==> config.mk <==
export PLATFORM = sky130hd
export DESIGN_NAME = text_segment_splitter
export DESIGN_NICKNAME = d
export VERILOG_FILES = /design/src/rtl/tss_pkg.sv /design/src/rtl/text_segment_splitter.sv
export SDC_FILE = /design/constraint.sdc
export NUM_CORES = 1
export LEC_CHECK = 0
export BUFFER_PORTS_ARGS = -buffer_cell sky130_fd_sc_hd__buf_2
export CAP_MARGIN = 20
export CELL_PAD_IN_SITES_DETAIL_PLACEMENT = 1
export CELL_PAD_IN_SITES_GLOBAL_PLACEMENT = 1
export CORE_ASPECT_RATIO = 0.9
export CORE_MARGIN = 1
export CORE_UTILIZATION = 40
export CTS_CLUSTER_DIAMETER = 80
export CTS_CLUSTER_SIZE = 25
export DETAILED_ROUTE_END_ITERATION = 8
export HOLD_SLACK_MARGIN = 0.05
export PLACE_DENSITY = 0.68
export SYNTH_ARGS = -nofsm -noshare
export SYNTH_HDL_FRONTEND = slang
export SYNTH_SLANG_ARGS = --single-unit
==> constraint.sdc <==
create_clock -name clock -period 4.46 [get_ports clock]
set_input_delay 0.223 -clock clock [delete_from_list [all_inputs] [get_ports clock]]
set_output_delay 0.223 -clock clock [all_outputs]
set_load 0.01 [all_outputs]
==> src/rtl/tss_pkg.sv <==
// shared types, constants and character class functions for the text segment splitter
`default_nettype none
package tss_pkg;

   localparam int unsigned UNIT_WIDTH = 16;
   localparam int unsigned CFG_WIDTH = 16;
   localparam logic [CFG_WIDTH-1:0] DEFAULT_LIMIT = 16'd300;

   localparam logic [UNIT_WIDTH-1:0] HIRAGANA_LO = 16'h3040;
   localparam logic [UNIT_WIDTH-1:0] KATAKANA_HI = 16'h30FF;
   localparam logic [UNIT_WIDTH-1:0] HANGUL_LO = 16'hAC00;
   localparam logic [UNIT_WIDTH-1:0] HANGUL_HI = 16'hD7AF;
   localparam logic [UNIT_WIDTH-1:0] CJK_EXT_A_LO = 16'h3400;
   localparam logic [UNIT_WIDTH-1:0] CJK_EXT_A_HI = 16'h4DBF;
   localparam logic [UNIT_WIDTH-1:0] CJK_UNIFIED_LO = 16'h4E00;
   localparam logic [UNIT_WIDTH-1:0] CJK_UNIFIED_HI = 16'h9FFF;
   localparam logic [UNIT_WIDTH-1:0] CJK_COMPAT_LO = 16'hF900;
   localparam logic [UNIT_WIDTH-1:0] CJK_COMPAT_HI = 16'hFAFF;

   typedef struct packed {
      logic                  text_end;
      logic                  segment_end;
      logic [UNIT_WIDTH-1:0] out_unit;
   } result_type;

   function automatic logic is_cjk(input logic [UNIT_WIDTH-1:0] c);
      return (c >= HIRAGANA_LO && c <= KATAKANA_HI) || (c >= HANGUL_LO && c <= HANGUL_HI)
          || (c >= CJK_EXT_A_LO && c <= CJK_EXT_A_HI)
          || (c >= CJK_UNIFIED_LO && c <= CJK_UNIFIED_HI)
          || (c >= CJK_COMPAT_LO && c <= CJK_COMPAT_HI);
   endfunction

   function automatic logic is_terminator(input logic [UNIT_WIDTH-1:0] c);
      return c == 16'h002E || c == 16'h0021 || c == 16'h003F || c == 16'h003B
          || c == 16'h3002 || c == 16'hFF01 || c == 16'hFF1F || c == 16'h2026
          || c == 16'hFF1B;
   endfunction

   function automatic logic is_space(input logic [UNIT_WIDTH-1:0] c);
      return (c >= 16'h0009 && c <= 16'h000D) || c == 16'h0020 || c == 16'h0085
          || c == 16'h00A0 || c == 16'h1680 || (c >= 16'h2000 && c <= 16'h200A)
          || c == 16'h2028 || c == 16'h2029 || c == 16'h202F || c == 16'h205F
          || c == 16'h3000;
   endfunction

endpackage
`default_nettype wire

==> src/rtl/text_segment_splitter.sv <==
// text segment splitter: one code unit look-ahead with segment boundary marking
// output: a unit's transaction leaves once its successor (or end of text) has been taken,
// the earliest result shows on rsp in the cycle after that acceptance
// throughput: one unit per cycle; the final unit of a text adds one result slot, absorbed
// by the four-entry result queue which takes a unit whenever two entries are free
// reset: synchronous, empties the queue, drops the held unit, clears the length, limit 300
`default_nettype none
module text_segment_splitter #(
   parameter int unsigned LENGTH_WIDTH = 16
) (
   input  wire                                clock,
   input  wire                                reset,
   input  wire                                csr_valid,
   output logic                               csr_ready,
   input  wire  [tss_pkg::CFG_WIDTH-1:0]      csr_data,    // max_segment_chars
   input  wire                                req_tvalid,
   output logic                               req_tready,
   input  wire  [tss_pkg::UNIT_WIDTH-1:0]     req_tdata,   // code_unit
   input  wire                                req_tlast,   // last_of_text
   output logic                               rsp_tvalid,
   input  wire                                rsp_tready,
   output logic [tss_pkg::UNIT_WIDTH-1:0]     rsp_tdata,   // out_unit
   output logic                               rsp_tuser,   // segment_end
   output logic                               rsp_tlast    // text_end
);
   import tss_pkg::*;

   localparam int unsigned CMP_WIDTH = (LENGTH_WIDTH > CFG_WIDTH) ? LENGTH_WIDTH : CFG_WIDTH;
   localparam int unsigned QDEPTH = 4;
   localparam int unsigned QPTR_W = $clog2(QDEPTH);
   localparam int unsigned QCNT_W = $clog2(QDEPTH + 1);

   logic [CFG_WIDTH-1:0]    limit_ff, limit_in;
   logic [UNIT_WIDTH-1:0]   held_unit_ff, held_unit_in;
   logic                    held_valid_ff, held_valid_in;
   logic [LENGTH_WIDTH-1:0] seg_len_ff, seg_len_in;

   result_type              queue_ff [QDEPTH];
   logic [QPTR_W-1:0]       wr_ptr_ff, wr_ptr_in;
   logic [QPTR_W-1:0]       rd_ptr_ff, rd_ptr_in;
   logic [QCNT_W-1:0]       count_ff, count_in;

   logic                    req_accept, rsp_accept;
   logic [LENGTH_WIDTH-1:0] len_inc;
   logic [CFG_WIDTH-1:0]    limit_eff;
   logic                    held_end;
   result_type              held_res, new_res, first_res;
   logic [1:0]              push_cnt;

   assign csr_ready = 1'b1;
   assign req_tready = (count_ff <= QCNT_W'(QDEPTH - 2));
   assign req_accept = req_tvalid && req_tready;
   assign rsp_tvalid = (count_ff != '0);
   assign rsp_accept = rsp_tvalid && rsp_tready;

   assign rsp_tdata = queue_ff[rd_ptr_ff].out_unit;
   assign rsp_tuser = queue_ff[rd_ptr_ff].segment_end;
   assign rsp_tlast = queue_ff[rd_ptr_ff].text_end;

   always_comb begin
      len_inc = (seg_len_ff == '1) ? seg_len_ff : seg_len_ff + 1'b1;
      limit_eff = (limit_ff == '0) ? DEFAULT_LIMIT : limit_ff;
      held_end = (is_terminator(held_unit_ff)
                  && (is_cjk(req_tdata) || is_space(req_tdata)))
               || is_space(held_unit_ff)
               || (CMP_WIDTH'(len_inc) >= CMP_WIDTH'(limit_eff));
      held_res.out_unit = held_unit_ff;
      held_res.segment_end = held_end;
      held_res.text_end = 1'b0;
      new_res.out_unit = req_tdata;
      new_res.segment_end = 1'b1;
      new_res.text_end = 1'b1;
      first_res = held_valid_ff ? held_res : new_res;
      push_cnt = 2'(held_valid_ff) + 2'(req_tlast);
   end

   always_comb begin
      limit_in = csr_valid ? csr_data : limit_ff;
      held_unit_in = held_unit_ff;
      held_valid_in = held_valid_ff;
      seg_len_in = seg_len_ff;
      if (req_accept) begin
         held_unit_in = req_tdata;
         held_valid_in = !req_tlast;
         if (req_tlast) begin
            seg_len_in = '0;
         end else if (held_valid_ff) begin
            seg_len_in = held_end ? '0 : len_inc;
         end
      end
      wr_ptr_in = req_accept ? wr_ptr_ff + QPTR_W'(push_cnt) : wr_ptr_ff;
      rd_ptr_in = rsp_accept ? rd_ptr_ff + 1'b1 : rd_ptr_ff;
      count_in = count_ff + (req_accept ? QCNT_W'(push_cnt) : '0)
               - QCNT_W'(rsp_accept);
   end

   always_ff @(posedge clock) begin
      if (reset) begin
         limit_ff <= DEFAULT_LIMIT;
         held_valid_ff <= 1'b0;
         held_unit_ff <= '0;
         seg_len_ff <= '0;
         wr_ptr_ff <= '0;
         rd_ptr_ff <= '0;
         count_ff <= '0;
      end else begin
         limit_ff <= limit_in;
         held_valid_ff <= held_valid_in;
         held_unit_ff <= held_unit_in;
         seg_len_ff <= seg_len_in;
         wr_ptr_ff <= wr_ptr_in;
         rd_ptr_ff <= rd_ptr_in;
         count_ff <= count_in;
      end
   end

   always_ff @(posedge clock) begin
      if (req_accept && push_cnt != 2'd0) begin
         queue_ff[wr_ptr_ff] <= first_res;
      end
      if (req_accept && push_cnt == 2'd2) begin
         queue_ff[wr_ptr_ff + 1'b1] <= new_res;
      end
   end

endmodule
`default_nettype wire

After elaboration in Yosys (flattened, before gate mapping):

Memories as Yosys holds them, arrays and structs flattened. A register that Yosys moved wholly into a read port is not among the register bits.
Cells that the tools add are included.

* register bits after elaboration: 56
* bits in latches: 0
* memory bits (writable): 72
* ROM bits: 0
* bits of input ports: 38
* output and inout port bits: 21
* logic and storage cells: 132
* memories: 1

* add/sub/neg operators: 7
* multiply operators: 0
* divide/modulo/power cells: 0
* magnitude comparators: 20
* eq/ne operators: 29
* shift operators: 0
* mux-type cells: 13
* bitwise gates (word level): 0
* reduce and logical (&&, ||, !) cells: 55

Memory list
* queue_ff: words 4, bits a word 18, read ports 1, clocked after memory_dff 1, write ports 2, RTL line text_segment_splitter.sv:38 `result_type queue_ff [QDEPTH];`

Operator list (count)
* 16-bit by 14-bit equality test with 1-bit output, second input constant: 12
* 16-bit by 6-bit equality test with 1-bit output, second input constant: 6
* 16-bit 2-to-1 mux: 5
* 16-bit equality test, second input constant: 4
* 16-bit by 8-bit equality test with 1-bit output, second input constant: 4
* 16-bit by 14-bit >= comparator with 1-bit output, second input constant: 4
* 16-bit by 14-bit less-or-equal comparator with 1-bit output, second input constant: 3
* 16-bit less-or-equal comparator, second input constant: 3
* 1-bit logical OR: 35
* 16-bit by 13-bit equality test with 1-bit output, second input constant: 2
* 16-bit >= comparator, second input constant: 2
* 16-bit by 4-bit >= comparator with 1-bit output, second input constant: 2
* 16-bit by 4-bit less-or-equal comparator with 1-bit output, second input constant: 2
* 18-bit 2-to-1 mux: 1
* 16-bit by 1-bit adder with 16-bit output, second input constant: 1
* 16-bit by 15-bit >= comparator with 1-bit output, second input constant: 1
* 16-bit >= comparator: 1
* 16-bit by 15-bit less-or-equal comparator with 1-bit output, second input constant: 1
* 16-bit zero test: 1
* 1-bit logical AND: 14
* 2-bit 2-to-1 mux: 3
* 2-bit by 1-bit adder with 2-bit output, second input constant: 2
* 1-bit 2-to-1 mux: 4
* 2-bit nonzero test: 2
* 9 further kinds: 9

Depth between registers and ports, before layout:

* depth in word-level cells: 19
* mapped depth: 18
* depth with buffers taken out: 17

Worst setup path after synthesis:

Ideal clock, no wire load.

* path type: reg-to-reg
* start point: reg seg_len_ff[0]
* end point: reg seg_len_ff[10]
* arrival: 3.911 ns
* slack: 0.491 ns
* cell stages (with the launch flop): 19
* path buffers: 2
* period minus slack after synthesis: 3.969 ns
* path through: dfxtp_1 ha_1 and2_1 nand4_1 or3_1 clkbuf_1 nand2b_1 or3_1 nand2_1 ha_1 a21o_1 a21o_1 a2111oi_0 nor4_1 a2111oi_1 nand3_2 buf_6 a21oi_2 a21o_1

* cells in the longest elaborated chain, start to end: 7
* elaborated cells between the ends (all ways): 8
* those cells by class: add/sub: 1; order compare: 1; eq/ne: 1; mux: 4; reduce/logical: 1

Ends and longest elaborated chain
* start, declared: RTL line text_segment_splitter.sv:36 `logic [LENGTH_WIDTH-1:0] seg_len_ff, seg_len_in;`
* start signal, assigned: RTL line text_segment_splitter.sv:110 `seg_len_ff <= seg_len_in;`
* 16-bit by 1-bit adder with 16-bit output or 16-bit equality test (tied branches): RTL line text_segment_splitter.sv:61 `len_inc = (seg_len_ff == '1) ? seg_len_ff : seg_len_ff + 1'b1;`
* 16-bit 2-to-1 mux (*): RTL line text_segment_splitter.sv:61
* 16-bit >= comparator: RTL line text_segment_splitter.sv:66 `|| (CMP_WIDTH'(len_inc) >= CMP_WIDTH'(limit_eff));`
* 1-bit logical OR: RTL line text_segment_splitter.sv:66
* 16-bit 2-to-1 mux (*): RTL line text_segment_splitter.sv:88 `seg_len_in = held_end ? '0 : len_inc;`
* 16-bit 2-to-1 mux (*): RTL line text_segment_splitter.sv:87 `end else if (held_valid_ff) begin`
* 16-bit 2-to-1 mux (*): RTL line text_segment_splitter.sv:85 `if (req_tlast) begin`

Mark *: on every way between the ends. The rest lies on a longest branch, timed or not. The select of a mux whose other input is x is not followed.
A chain may end at the register's enable or synchronous reset.

Final worst setup path:

* start point: reg seg_len_ff[1]
* end point: reg seg_len_ff[12]

Same word-level chain as after synthesis.

==> flow_summary.json <==
{
  "cpPeakStageDelay_ps": 440,
  "antenna_left": 0,
  "route.detailed.drc": 0,
  "setup_tns_ps": 0,
  "hold_violations": 0,
  "ff2ff_setup_slack_ps": 290,
  "insertion_delay_ps": 430,
  "yosysSeqAreaShare_pct": 45.7,
  "wl_per_cell_um": 20.7,
  "numCtsBuffers": 17,
  "nets": 821,
  "port_buffers": 57,
  "drv_cap": 0,
  "worst_ep_arrival_time_ps": 4540,
  "design_area_mm2": 0.00829,
  "syn_inst": 713,
  "drt_wl_total_um": 20800,
  "layout-drive-gt1-share_pct": 18.9,
  "slowest_stage": "a2111oi_0",
  "fin_crit_sh_pct": 93.5,
  "drt-vias-per-instance": 5.83,
  "max_freq_mhz": 240,
  "dr.pass1.iters": 4,
  "grt_max_degree": 45,
  "async_reset_ff_share_pct": 0,
  "area_growth_pct": 16.7,
  "cts_sinks": 130,
  "holdCritStartpoint": "csr_data[0]",
  "cp_max_fo": 8,
  "p_per_area_mw_per_mm2": 458,
  "num_io_pins": 59,
  "path_class": "flop to flop",
  "grt_first_pass_wirelength_um": 33400,
  "grt_pass1_vias": 6078,
  "drtIter0Drc": 291,
  "finalMaxSlewViolations": 0,
  "rsz0062_at_grt": "false",
  "vias": 5861,
  "htree_num_levels": 4,
  "holdWs_ps": 72.8,
  "cts_tree": "yes",
  "synthSimpleGateAreaFrac_pct": 17.7,
  "worstPathRequired_ps": 4830,
  "die_h_um": 128,
  "place_inst": 959,
  "postPlaceCellArea_mm2": 0.00757,
  "synthMuxAreaShare_pct": 7.83,
  "synth_xor_area_share_pct": 1.11,
  "min_period_ps": 4170,
  "peakVddDrop_mv": 0.304,
  "synth_warnings": 0,
  "core_area_mm2": 0.0171,
  "die-width_um": 142,
  "cp-end-kind": "flop",
  "path_delay_family": "simple AND/OR/NAND/NOR gates",
  "yosys.cell_types.count": 63,
  "ys_ff_latch": 130,
  "fillers": 1949,
  "rr_worst_depth": 17,
  "cts_max_path_buffers": 2,
  "synth_compound_area_share_pct": 18.6,
  "root_buffer": "clkbuf_16",
  "min_to": "limit_ff[0]$_SDFFE_PP0P_",
  "synth_flop_cell": "dfxtp_1",
  "synth_area_per_cell_um2": 9.96,
  "finalSetupViolCount": 0,
  "hold_path_class": "input pin to flop",
  "clk_pin_slew_ps": 70,
  "path_common_cell": "a21o_1",
  "r2r_start": "seg_len_ff[1]$_SDFFE_PP0P_",
  "status": "finished, final reports clean",
  "r2r-end": "seg_len_ff[12]$_SDFFE_PP0P_",
  "antenna_cells": 0,
  "rows": 45,
  "routabilityCongestion": 0.842,
  "crit_chain": "ha_1, and2_1, nand4_1, or3_1, nand2b_1, or3_1, nand2_1, ha_1, a21o_1, a21o_1, a2111oi_0, nor4_1, a2111oi_2, nand3_2, buf_4, a211oi_1, a21o_1",
  "slew_headroom_pct": 26.9,
  "holdPathStages": 3,
  "skew_ps": 9.40,
  "cp_num_buf_inv": 1,
  "final_cell_count_no_fill": 1006,
  "synth_edf_count": 64,
  "initial_core_util_pct": 41.5,
  "grt_util_all_layers_pct": 24.5,
  "tightest_slew_ps": 1100,
  "dieArea_mm2": 0.0183,
  "worst_setup_path_start_kind": "flop",
  "fin_util_pct": 48.4,
  "synth_nets": 776,
  "synth_fa_ha_area_share_pct": 4.51,
  "grt.overflow.total": 0,
  "synth_top_family_by_area": "compound AO/OA/AOI/OAI gates",
  "synth_area_mm2": 0.00710,
  "antenna_found_initial": 0,
  "hpwlAfterDp_um": 13900,
  "leakage_nw": 3.26
}
[layer usage]
layer	GRT usage, %	up-vias	part of all wire (%)
met1	34.4	2951	49
li1	-	2748	-
met2	38.6	140	45
met4	8.29	0	1.1
met3	3.72	22	4.3
met5	0	-	0
[cell type report]
class	instances	area (um^2)	area share, %
Clock buffer	17	425	5.13
Clock inverter	15	139	1.68
Multi-Input combinational cell	502	3570	43.1
Timing Repair Buffer	85	532	6.42
Inverter	22	82.6	0.997
Sequential cell	130	3240	39.2
Tap cell	235	294	3.55
[worst max path at each step]
stage               cells past startpoint                       start  slack, ps                          end
floorplan                              18  seg_len_ff[0]$_SDFFE_PP0P_        490  seg_len_ff[10]$_SDFFE_PP0P_
global placement                       17  seg_len_ff[0]$_SDFFE_PP0P_        170  seg_len_ff[13]$_SDFFE_PP0P_
detailed placement                     17  seg_len_ff[0]$_SDFFE_PP0P_        -40  seg_len_ff[10]$_SDFFE_PP0P_
CTS                                    17  seg_len_ff[0]$_SDFFE_PP0P_         60  seg_len_ff[10]$_SDFFE_PP0P_
global route                           17  seg_len_ff[1]$_SDFFE_PP0P_         30  seg_len_ff[12]$_SDFFE_PP0P_
finish                                 17  seg_len_ff[1]$_SDFFE_PP0P_        290  seg_len_ff[12]$_SDFFE_PP0P_
[cell usage after synthesis (all sizes together) (3+ instances only)]
cell type | n | area, um^2
nand3 | 15 | 80.1
ha | 24 | 300
mux4 | 18 | 405
and3 | 4 | 26.3
clkbuf | 53 | 199
nor4 | 10 | 62.6
or4 | 3 | 22.5
inv | 22 | 82.6
nor2b | 10 | 62.6
and4b | 3 | 30.0
nor3b | 4 | 30.0
and2 | 6 | 37.5
nor3 | 14 | 70.1
a211o | 4 | 35.0
dfxtp | 66 | 1320
nand4 | 9 | 56.3
edfxtp | 64 | 1920
a211oi | 7 | 52.6
mux2i | 15 | 150
or2 | 3 | 18.8
o21ai | 15 | 75.1
a31oi | 3 | 18.8
a2111oi | 3 | 27.5
nor2 | 61 | 229
or3 | 12 | 75.1
a22o | 64 | 561
a21oi | 51 | 282
a21o | 15 | 113
nand2 | 83 | 312
nand4b | 4 | 35.0
buf | 6 | 38.8
xnor2 | 7 | 61.3
nand2b | 8 | 50.1
[flip-flops by register name, summed over array words and instances (netlist names), named ones only]
name,cells
held_valid_ff,1
rd_ptr_ff,2
limit_ff,16
wr_ptr_ff,2
held_unit_ff,16
count_ff,3
queue_ff,72
seg_len_ff,16
[cell families after synthesis]
| logic type | Yosys count |
|---|---|
| buffers and inverters | 81 |
| other | 1 |
| adder cells (fa/ha/maj) | 25 |
| AO/OA/AOI/OAI | 178 |
| multiplexers | 33 |
| AND/OR/NAND/NOR | 256 |
| flip-flops | 130 |
| XOR/XNOR | 9 |
[worst register-to-register path, stage by stage (launching register included)]
cell	delay [ps]
dfxtp_1	400
ha_1	230
and2_1	200
nand4_1	160
or3_1	400
nand2b_1	180
or3_1	170
nand2_1	70
ha_1	310
a21o_1	150
a21o_1	190
a2111oi_0	440
nor4_1	130
a2111oi_2	410
nand3_2	180
buf_4	210
a211oi_1	190
a21o_1	100
[layout by cell type, fill, tap and decap left out, types with 4 or more instances in the layout]
cell type	count
nor2_1	60
nor4_1	10
or3_1	12
a211oi_1	7
a22o_1	64
xnor2_1	7
a21oi_1	41
nand4b_1	4
nor2b_1	10
inv_8	6
clkbuf_16	17
a21oi_2	10
ha_1	24
nor3_1	13
and2_1	6
inv_1	22
dfxtp_1	65
o21ai_0	12
a21o_1	15
nand2b_1	8
nand2_1	83
mux4_2	18
dlygate4sd3_1	13
mux2i_1	15
nand4_1	9
nand3_1	14
edfxtp_1	64
buf_4	14
a211o_1	4
buf_2	57
[per-stage QoR]
stage / setup slack, ps / total power, mW
after floorplan: 491 / 2.14
after global placement: 166 / 2.41
after detailed placement: -38.8 / 2.45
after CTS: 65.0 / 3.82
after global routing: 29.8 / 3.98
final: 292 / 3.79
[repair_timing]
item	in CTS	in global routing
buffers inserted	0	1
setup endpoints to repair	5	13
hold endpoints to repair	13	0
pin swaps	0	2
gates resized for setup	1	1
hold buffers	13	0
[power breakdown]
group          total [mW]  switching (mW)  leakage, nW  internal (mW)
combinational       0.894           0.497         1.80          0.397
clock                1.35           0.611        0.272          0.738
sequential           1.55           0.145         1.19           1.41
total                3.79            1.25         3.26           2.54
(Power assumes the default switching activity.)
